**config.mk**
```make
export PLATFORM = sky130hd
export DESIGN_NAME = cusum_change_detector
export DESIGN_NICKNAME = d
export VERILOG_FILES = /design/src/hdl/csd_pkg.sv /design/src/hdl/csd_serial_div.sv /design/src/hdl/cusum_change_detector.sv
export SDC_FILE = /design/constraint.sdc
export NUM_CORES = 1
export LEC_CHECK = 0
export BUFFER_PORTS_ARGS = -buffer_cell sky130_fd_sc_hd__buf_2
export CAP_MARGIN = 20
export CORE_AREA = 2 2 283 285
export DETAILED_ROUTE_END_ITERATION = 16
export DIE_AREA = 0 0 285 287
export HOLD_SLACK_MARGIN = 0.15
export PLACE_DENSITY = 0.49
export REMOVE_ABC_BUFFERS = 1
export SLEW_MARGIN = 20
export SYNTH_ARGS = -nofsm -noshare
export SYNTH_HDL_FRONTEND = slang
export SYNTH_HIERARCHICAL = 1
export SYNTH_SLANG_ARGS = --single-unit
```
**constraint.sdc**
```tcl
create_clock -name clk -period 4.6 [get_ports clk]
set_input_delay 0.23 -clock clk [delete_from_list [all_inputs] [get_ports clk]]
set_output_delay 0.23 -clock clk [all_outputs]
set_load 0.01 [all_outputs]
```
**src/hdl/csd_pkg.sv**
```systemverilog
// Shared types and constants for the CUSUM change detector.
// No dependencies; used by every module of the block.
package csd_pkg;

  localparam int SAMPLE_PORT_W = 16;  // sample_value field width
  localparam int INDEX_W       = 32;  // change_index field width
  localparam int OUT_DATA_W    = 40;  // flag + index, padded to whole bytes
  localparam int CFG_IDX_W     = 4;
  localparam int CFG_DATA_W    = 16;
  localparam int SUM_W         = 32;  // stored cumulative sums, Q16.16 unsigned
  localparam int SUM_CALC_W    = 35;  // sum + deviation - drift, signed, no overflow

  // configuration register indexes
  localparam logic [CFG_IDX_W-1:0] REG_THRESHOLD = 4'd0;
  localparam logic [CFG_IDX_W-1:0] REG_DRIFT     = 4'd1;

  // 5.0 in Q8.8, also used when the threshold register holds zero
  localparam logic [CFG_DATA_W-1:0] THRESHOLD_DEFAULT = 16'd1280;

  typedef struct packed {
    logic busy;
    logic done;
  } div_status_t;

endpackage

```
**src/hdl/csd_serial_div.sv**
```systemverilog
// Bit-serial restoring divider for the running-mean update.
// Unsigned dividend and divisor, one quotient bit per cycle. Uses csd_pkg.
module csd_serial_div #(
  parameter int DW = 25,  // dividend / quotient width
  parameter int CW = 32   // divisor width
) (
  input  logic                clk,
  input  logic                rst_n,
  input  logic                start,
  input  logic [DW-1:0]       dividend,
  input  logic [CW-1:0]       divisor,
  output logic [DW-1:0]       quotient,
  output csd_pkg::div_status_t status
);

  localparam int CNT_W = $clog2(DW + 1);

  logic [DW-1:0]    dvd_r, dvd_nxt;   // dividend shifts out, quotient shifts in
  logic [CW-1:0]    rem_r, rem_nxt;
  logic [CW-1:0]    dsr_r;
  logic [CNT_W-1:0] cnt_r, cnt_nxt;
  logic             busy_r, busy_nxt;
  logic             done_r, done_nxt;

  logic [CW:0]      rem_sh;
  logic [CW:0]      diff;
  logic             fits;

  assign rem_sh = {rem_r, dvd_r[DW-1]};
  assign diff   = rem_sh - {1'b0, dsr_r};
  assign fits   = (rem_sh >= {1'b0, dsr_r});

  always_comb begin
    dvd_nxt  = dvd_r;
    rem_nxt  = rem_r;
    cnt_nxt  = cnt_r;
    busy_nxt = busy_r;
    done_nxt = 1'b0;
    if (start) begin
      dvd_nxt  = dividend;
      rem_nxt  = '0;
      cnt_nxt  = CNT_W'(DW);
      busy_nxt = 1'b1;
    end else if (busy_r) begin
      dvd_nxt = {dvd_r[DW-2:0], fits};
      rem_nxt = fits ? diff[CW-1:0] : rem_sh[CW-1:0];
      cnt_nxt = cnt_r - CNT_W'(1);
      if (cnt_r == CNT_W'(1)) begin
        busy_nxt = 1'b0;
        done_nxt = 1'b1;
      end
    end
  end

  always_ff @(posedge clk) begin
    if (!rst_n) begin
      busy_r <= 1'b0;
      done_r <= 1'b0;
      cnt_r  <= '0;
    end else begin
      busy_r <= busy_nxt;
      done_r <= done_nxt;
      cnt_r  <= cnt_nxt;
    end
  end

  always_ff @(posedge clk) begin
    dvd_r <= dvd_nxt;
    rem_r <= rem_nxt;
    if (start) begin
      dsr_r <= divisor;
    end
  end

  assign quotient    = dvd_r;
  assign status.busy = busy_r;
  assign status.done = done_r;

endmodule

```
**src/hdl/cusum_change_detector.sv**
```systemverilog
// Top level of the two-sided CUSUM change detector.
// Depends on csd_pkg and csd_serial_div.
//
//  channel | dir | handshake              | payload
//  --------+-----+------------------------+---------------------------------------
//  in_     | in  | in_tvalid / in_tready  | in_tdata[15:0]  sample_value (Q8.8)
//  out_    | out | out_tvalid / out_tready| out_tdata[0] change_flag,
//          |     |                        | out_tdata[32:1] change_index, rest 0
//  cfg_    | in  | cfg_valid / cfg_ready  | cfg_index (0 threshold, 1 drift), cfg_data
//
// One item at a time: a transfer on in_ is followed by the START, DIV, MEAN, SUM
// and CHECK states, most of the work in the serial divider (SAMPLE_WIDTH + 9 quotient
// bits), so the input takes a new sample only once the sequencer is back in IDLE.
// The result sits in an output register; the next sample is taken while it waits.
// A stalled out_ holds the block only at its final step until the register frees.
// rst_n is synchronous, active low; cfg_ready is always high.
module cusum_change_detector #(
  parameter int COUNT_WIDTH  = 32,
  parameter int SAMPLE_WIDTH = 16
) (
  input  logic                              clk,
  input  logic                              rst_n,
  // sample input; in_tdata[15:0] = sample_value
  input  logic                              in_tvalid,
  output logic                              in_tready,
  input  logic [csd_pkg::SAMPLE_PORT_W-1:0] in_tdata,
  // results; out_tdata[0] = change_flag, [32:1] = change_index, [39:33] = 0
  output logic                              out_tvalid,
  input  logic                              out_tready,
  output logic [csd_pkg::OUT_DATA_W-1:0]    out_tdata,
  // register writes
  input  logic                              cfg_valid,
  output logic                              cfg_ready,
  input  logic [csd_pkg::CFG_IDX_W-1:0]     cfg_index,
  input  logic [csd_pkg::CFG_DATA_W-1:0]    cfg_data
);

  localparam int XW = SAMPLE_WIDTH + 8;  // sample / mean in Q8.16
  localparam int DW = XW + 1;            // delta and deviation
  localparam int SC = csd_pkg::SUM_CALC_W;

  // sequencer codes
  localparam logic [2:0] S_IDLE  = 3'd0;
  localparam logic [2:0] S_START = 3'd1;  // launch divider with |delta|
  localparam logic [2:0] S_DIV   = 3'd2;  // wait for quotient
  localparam logic [2:0] S_MEAN  = 3'd3;  // new mean and deviation
  localparam logic [2:0] S_SUM   = 3'd4;  // raw cumulative sums
  localparam logic [2:0] S_CHECK = 3'd5;  // clip, compare, emit result

  logic [2:0] state_r, state_nxt;

  // configuration
  logic [csd_pkg::CFG_DATA_W-1:0] thr_r, drift_r, thr_eff;

  // detector state
  logic [COUNT_WIDTH-1:0]          count_r;
  logic signed [XW-1:0]            mean_r;
  logic [csd_pkg::SUM_W-1:0]       upper_r, lower_r;

  // per-item working registers
  logic signed [DW-1:0]            delta_r, dev_r;
  logic signed [SC-1:0]            upraw_r, loraw_r;

  // output register
  logic                            out_valid_r;
  logic                            out_flag_r;
  logic [csd_pkg::INDEX_W-1:0]     out_index_r;

  logic in_fire, cfg_fire, can_out;

  // sample extraction: low SAMPLE_WIDTH bits of the field, two's complement
  logic [SAMPLE_WIDTH+csd_pkg::SAMPLE_PORT_W-1:0] raw_ext;
  logic signed [XW-1:0]           x_in;
  logic signed [DW-1:0]           delta_calc;

  // divider hookup
  logic [DW-1:0]                  div_dividend, div_quot;
  csd_pkg::div_status_t           div_st;
  logic                           div_start;

  // mean update
  logic signed [DW:0]             q_s, mean_sum, dev_calc;

  // sums
  logic signed [SC-1:0]           up_ext, lo_ext, dev_ext, drift_ext, thr_ext;
  logic signed [SC-1:0]           upraw_calc, loraw_calc;
  logic                           hit;
  logic [csd_pkg::SUM_W-1:0]      up_clip, lo_clip;

  logic [COUNT_WIDTH+csd_pkg::INDEX_W-1:0] index_ext;
  logic [COUNT_WIDTH-1:0]         index_raw;

  assign in_fire  = in_tvalid && in_tready;
  assign cfg_fire = cfg_valid && cfg_ready;
  assign can_out  = !out_valid_r || out_tready;

  assign in_tready = (state_r == S_IDLE);
  assign cfg_ready = 1'b1;

  assign raw_ext    = {{SAMPLE_WIDTH{1'b0}}, in_tdata};
  assign x_in       = {raw_ext[SAMPLE_WIDTH-1:0], 8'h00};
  assign delta_calc = DW'(x_in) - DW'(mean_r);

  // magnitude into the divider; sign kept in delta_r
  assign div_start    = (state_r == S_START);
  assign div_dividend = delta_r[DW-1] ? DW'(-delta_r) : DW'(delta_r);

  csd_serial_div #(
    .DW (DW),
    .CW (COUNT_WIDTH)
  ) u_div (
    .clk      (clk),
    .rst_n    (rst_n),
    .start    (div_start),
    .dividend (div_dividend),
    .divisor  (count_r),
    .quotient (div_quot),
    .status   (div_st)
  );

  // quotient truncates toward zero: apply the sign of delta afterwards
  assign q_s      = delta_r[DW-1] ? -$signed({1'b0, div_quot}) : $signed({1'b0, div_quot});
  assign mean_sum = (DW+1)'(mean_r) + q_s;
  // deviation from the new mean = delta - quotient
  assign dev_calc = (DW+1)'(delta_r) - q_s;

  assign thr_eff   = (thr_r == '0) ? csd_pkg::THRESHOLD_DEFAULT : thr_r;
  assign up_ext    = SC'({1'b0, upper_r});
  assign lo_ext    = SC'({1'b0, lower_r});
  assign dev_ext   = SC'(dev_r);
  assign drift_ext = SC'({1'b0, drift_r, 8'h00});
  assign thr_ext   = SC'({1'b0, thr_eff, 8'h00});

  assign upraw_calc = up_ext + dev_ext - drift_ext;
  assign loraw_calc = lo_ext - dev_ext - drift_ext;

  // a negative raw sum is below any threshold, so the signed compare suffices
  assign hit     = (upraw_r > thr_ext) || (loraw_r > thr_ext);
  assign up_clip = upraw_r[SC-1] ? '0 : upraw_r[csd_pkg::SUM_W-1:0];
  assign lo_clip = loraw_r[SC-1] ? '0 : loraw_r[csd_pkg::SUM_W-1:0];

  assign index_raw = count_r - COUNT_WIDTH'(1);
  assign index_ext = {{csd_pkg::INDEX_W{1'b0}}, index_raw};

  always_comb begin
    state_nxt = state_r;
    case (state_r)
      S_IDLE:  if (in_fire) state_nxt = S_START;
      S_START: state_nxt = S_DIV;
      S_DIV:   if (div_st.done) state_nxt = S_MEAN;
      S_MEAN:  state_nxt = S_SUM;
      S_SUM:   state_nxt = S_CHECK;
      S_CHECK: if (can_out) state_nxt = S_IDLE;
      default: state_nxt = S_IDLE;
    endcase
  end

  // control and detector state
  always_ff @(posedge clk) begin
    if (!rst_n) begin
      state_r     <= S_IDLE;
      thr_r       <= csd_pkg::THRESHOLD_DEFAULT;
      drift_r     <= '0;
      count_r     <= '0;
      mean_r      <= '0;
      upper_r     <= '0;
      lower_r     <= '0;
      out_valid_r <= 1'b0;
    end else begin
      state_r <= state_nxt;
      if (cfg_fire) begin
        case (cfg_index)
          csd_pkg::REG_THRESHOLD: thr_r   <= cfg_data;
          csd_pkg::REG_DRIFT:     drift_r <= cfg_data;
          default: ;
        endcase
      end
      if (in_fire && !(&count_r)) begin
        count_r <= count_r + COUNT_WIDTH'(1);
      end
      if (state_r == S_MEAN) begin
        mean_r <= mean_sum[XW-1:0];
      end
      if (state_r == S_CHECK && can_out) begin
        upper_r     <= hit ? '0 : up_clip;
        lower_r     <= hit ? '0 : lo_clip;
        out_valid_r <= 1'b1;
      end else if (out_tready) begin
        out_valid_r <= 1'b0;
      end
    end
  end

  // datapath registers
  always_ff @(posedge clk) begin
    if (in_fire) begin
      delta_r <= delta_calc;
    end
    if (state_r == S_MEAN) begin
      dev_r <= dev_calc[DW-1:0];
    end
    if (state_r == S_SUM) begin
      upraw_r <= upraw_calc;
      loraw_r <= loraw_calc;
    end
    if (state_r == S_CHECK && can_out) begin
      out_flag_r  <= hit;
      out_index_r <= index_ext[csd_pkg::INDEX_W-1:0];
    end
  end

  assign out_tvalid = out_valid_r;
  assign out_tdata  = {7'b0, out_index_r, out_flag_r};

endmodule

```
Word level (Yosys, flattened, before mapping)

Index checks and enable logic that the tools add are counted.

Add/subtract/negate cells: 13
Magnitude comparators: 3
Equality and inequality tests: 10
Multiplexer cells: 22
Bitwise operators: 2
Reductions and logical operators: 18

Operators with widths:

| operator                                            | number |
|---|---|
| two-way mux 32 bit                                  | 5 |
| two-way mux 25 bit                                  | 4 |
| greater-than comparator 35 x 25 -> 1 bit            | 2 |
| subtractor 34 x 25 -> 35 bit                        | 2 |
| negator 25 bit                                      | 2 |
| adder 33 x 25 -> 34 bit                             | 1 |
| subtractor 33 x 25 -> 34 bit                        | 1 |
| >= comparator 33 x 32 -> 1 bit                      | 1 |
| adder 32 x 1 -> 32 bit (second input constant)      | 1 |
| AND reduction 32 bit                                | 1 |
| subtractor 32 x 1 -> 32 bit (second input constant) | 1 |
| subtractor 32 bit                                   | 1 |
| subtractor 24 x 24 -> 25 bit                        | 1 |
| subtractor 25 bit                                   | 1 |
| adder 24 bit                                        | 1 |
| case mux 3 bit (6 select lines)                     | 1 |
| logical NOT 16 bit                                  | 1 |
| two-way mux 16 bit                                  | 1 |
| two-way mux 5 bit                                   | 2 |
| two-way mux 3 bit                                   | 3 |
| == test 3 x 2 -> 1 bit (second input constant)      | 2 |
| == test 3 bit (second input constant)               | 2 |
| two-way mux 1 bit                                   | 6 |
| == test 5 x 1 -> 1 bit (second input constant)      | 1 |
| 16 further kinds                                    | 24 |

Register bits after elaboration: 405
Input bits: 41
Output and inout port bits: 43

Longest topological paths before layout

Depth in word-level cells: 5
Mapped depth: 19
Mapped depth without buffers: 19

By module

Netlist, hierarchy kept.

Modules (own cells, without submodules):

| module                | times used | cells an instance | area an instance (µm²) | seq. area each (µm²) |
|---|---|---|---|---|
| cusum_change_detector | 1          | 2267              | 20976.4                | 7717.4 |
| csd_serial_div        | 1          | 559               | 5597.9                 | 2492.4 |

Worst setup path after synthesis

No wires, ideal clock.

Path type: flip-flop to flip-flop
Start point: reg state_r[0]
End point: reg u_div.dvd_r[0] (netlist: u_div/quotient[0]) (enable)
Data arrival time: 4183 ps
Path slack: 37 ps
Stages on the path, launching flop included: 7
Buffers on the path: 3
Clock period less this slack: 4563 ps
Cells stage by stage: dfxtp_1 -> clkbuf_1 -> nor3b_1 -> clkbuf_1 -> nor2_1 -> clkbuf_1 -> inv_1

Cells in the longest elaborated chain, start to end: 2

RTL lines:

| element                             | RTL line                     | text |
|---|---|---|
| from (decl)                         | cusum_change_detector.sv:50  | `logic [2:0] state_r, state_nxt;` |
| from (signal assigned)              | cusum_change_detector.sv:170 | `state_r <= state_nxt;` |
| == test 3 x 1 -> 1 bit              | cusum_change_detector.sv:105 | `assign div_start = (state_r == S_START);` |
| via div_start                       | cusum_change_detector.sv:79  | `logic div_start;` |
| nonzero test 2 bit (no source line) | --                           |  |
| to (signal assigned)                | csd_serial_div.sv:68         | `dvd_r <= dvd_nxt;` |
| to (decl)                           | csd_serial_div.sv:18         | `logic [DW-1:0] dvd_r, dvd_nxt;` |

The timed path passes the listed nets, and every way through them passes these cells.
A chain may end at the register's enable or synchronous reset.

Worst setup path in the final report

Start point: reg u_div.dvd_r[10] (netlist: u_div/quotient[10])
End point: reg dev_r[23] (data pin)

Cells in the longest elaborated chain, start to end: 3

RTL lines:

| element              | RTL line                     | text |
|---|---|---|
| negator 25 bit       | cusum_change_detector.sv:122 | `assign q_s = delta_r[DW-1] ? -$signed({1'b0, div_quot}) : $signed({1'b0, div_quot});` |
| two-way mux 25 bit * | cusum_change_detector.sv:122 |  |
| subtractor 25 bit *  | cusum_change_detector.sv:125 | `assign dev_calc = (DW+1)'(delta_r) - q_s;` |
| via dev_calc[23]     | cusum_change_detector.sv:82  | `logic signed [DW:0] q_s, mean_sum, dev_calc;` |
| to (signal assigned) | cusum_change_detector.sv:200 | `dev_r <= dev_calc[DW-1:0];` |
| to (decl)            | cusum_change_detector.sv:61  | `logic signed [DW-1:0] delta_r, dev_r;` |

The timed path passes the listed nets; every way through them passes the cells marked *.

==> impl_results.md <==
- Final Critical Period: 4.30 ns
- DR vias/cell: 5.00
- CP startpoint: u_div/quotient[10]$_DFFE_PP_
- Worst Setup Path Type: reg -> reg
- Initial core utilization: 0.338
- Overflow after GRT: 0
- Avg Cell Area, Syn: 9.40 µm²
- I/O Pins: 84
- Worst-margin pin slew: 1.04 ns
- TritonCTS clock tree: built
- RR Startpoint: u_div/quotient[10]$_DFFE_PP_
- H-tree depth: 2
- Critical path depth: 16
- P&R area growth vs syn: 12.8%
- Hold Path Class: in -> reg
- FF-to-FF End: dev_r[23]$_DFFE_PN_
- CTS Buf Count: 51
- Die height: 287 µm
- Final WS setup: 0.299 ns
- Initial antenna violation count: 0
- Remaining antenna violation count: 0
- Design area: 30000 µm²
- Reg2reg path depth: 16
- Filler cells: 7909
- Number of placement rows: 103
- Max rail drop VDD: 0.000244 V
- WP buf/inv: 1
- Status: completed
- Clock skew: 0.0315 ns
- Core area: 78600 µm²
- Setup Viol. Count Final: 0
- Pre-CTS setup slack: 0.247 ns
- DR vias: 19980
- GR Util All Layers: 0.167
- Crit path required time: 4.96 ns
- Worst path arrival time: 4.66 ns
- Root Buffer: clkbuf_16
- Total wire length: 68300 µm
- Share of layout cells above drive strength 1: 0.0878
- Clock Latency Late Sink: 0.61 ns
- CP startpoint kind: register
- Slew headroom: 0.305
- Nets: 3216
- Fin. max-slew vios: 0
- Period utilization: 0.935
- Synth warnings: 6
- CP peak stage delay: 0.59 ns
- Setup TNS: 0 ns
- Reg2reg setup slack: 0.30 ns
- Critical path capture point type: register
- Pin count of the biggest net entering global routing: 81
- Die W: 285 µm
- Longest Clk Path Bufs: 3
- Top delay family on crit path: simple AND/OR/NAND/NOR gates
- Lkg Pwr: 12.1 nW
- Crit path to: dev_r[23]$_DFFE_PN_
- DP Area: 28000 µm²
- Initial DRC count: 1019
- Clock sinks: 405
- Mapped Area: 26600 µm²
- Final hold viol count: 0
- Syn Inst Count: 2825
- Placer Congestion: 0.866
- Vias in the first global route: 20049
- Clock Pin Slew Worst Setup and Hold Paths: 0.06 ns
- Global-route wire length before repair: 110000 µm
- Max-Cap Viols: 0
- CP max stage cell: or4_1
- Total power divided by cell area: 400 nW/µm²
- Worst path most repeated cell: xnor2_1
- Drt first pass iters: 5
- Unrepaired setup endpoints after global routing: false
- Crit-path max FO: 4
- Port buffer count: 75
- Die ar.: 81800 µm²
- Util after Layout: 0.381
- Max Freq: 0.233 GHz
- N_diodes: 0
- Drt drc: 0
- CP Cell Sequence: or4_1 > or3_4 > or2_1 > o31ai_1 > xnor2_1 > inv_1 > ha_1 > and2_1 > o21ai_0 > nand2b_1 > a21o_1 > or3_1 > a211o_1 > a31o_2 > a21oi_1 > xnor2_1
- DP HPWL: 51300 µm
- Drt wl/cell: 17.1 µm
metal layers:
layer / wire [µm] / track usage
met1: 33100 / 0.228
met2: 32100 / 0.283
met3: 1780 / 0.0190
met4: 1280 / 0.0382
met5: 0 / 0
how the worst min path moves through the flow:
stage,from,endpoint,slack (ns),depth (start not counted)
final,cfg_index[1],thr_r[0]$_SDFFE_PN0P_,0.18,5
after global placement,u_div/rem_r[31]$_SDFFE_PP0P_,u_div/rem_r[31]$_SDFFE_PP0P_,0.45,2
after floorplan,rst_n,thr_r[10]$_SDFFE_PN1P_,0.30,1
after CTS,in_tdata[10],delta_r[18]$_DFFE_PP_,0.16,3
after global routing,cfg_index[1],thr_r[8]$_SDFFE_PN1P_,0.19,5
after detailed placement,u_div/rem_r[31]$_SDFFE_PP0P_,u_div/rem_r[31]$_SDFFE_PP0P_,0.46,2
layout by cell type, fill, tap and decap left out, types with 37 or more instances in the layout:
cell type	n
inv_1	330
ha_1	227
edfxtp_1	210
nand2_1	197
dfxtp_1	194
xnor2_1	160
a21oi_1	152
nor2_1	137
o21ai_0	99
nor2b_1	94
xor2_1	75
buf_2	74
nor3_1	65
a21o_1	53
nand3_1	53
clkbuf_16	51
and2_1	50
a22oi_1	50
and3_1	40
fa_1	38
nand2b_1	37
tightest hold or removal path: stages:
cell      delay, ns
buf_2          0.10
nor4_2         0.04
buf_4          0.19
nand2_1        0.09
a21boi_0       0.06
what timing repair did:
item                       4_1_cts  5_1_grt
gates resized for setup          0        4
hold endpoints to repair        42        0
hold buffers                    26        0
buffers inserted                 0        1
setup endpoints to repair        0        2
state kept, by name (all words and copies together), names as in the netlist, 16 cells and up:
register,count
lower_r,32
mean_r,24
u_div/dsr_r,32
upper_r,32
drift_r,16
loraw_r,35
delta_r,25
count_r,32
dev_r,25
out_index_r,32
u_div/quotient,25
upraw_r,35
u_div/rem_r,32
thr_r,16
stage by stage:
| step | instances | hold WS, ns | total power (W) |
|---|---|---|---|
| 2_1_floorplan | 2729 | 0.302 | 0.00718 |
| 3_3_place_gp | 3879 | 0.454 | 0.00801 |
| 3_5_place_dp | 3879 | 0.459 | 0.00805 |
| 4_1_cts | 3998 | 0.155 | 0.0121 |
| 5_1_grt | 3999 | 0.192 | 0.0127 |
| 6_report | 3999 | 0.178 | 0.0120 |
final cells by class:
type	count	area, µm²	share of cell area
Inverter	333	1250	0.0417
Clock buffer	77	1440	0.0482
Tap cell	1050	1310	0.0438
Clock inverter	16	191	0.00639
Timing Repair Buffer	127	833	0.0278
Sequential cell	405	10200	0.341
Multi-Input combinational cell	1991	14700	0.491
power breakdown:
part	switching (W)	total, W	internal, W
Combinational	0.00210	0.00360	0.00150
Clock	0.00161	0.00395	0.00233
Sequential	0.000247	0.00443	0.00418
No activity file was read; power rests on OpenSTA's default activity.
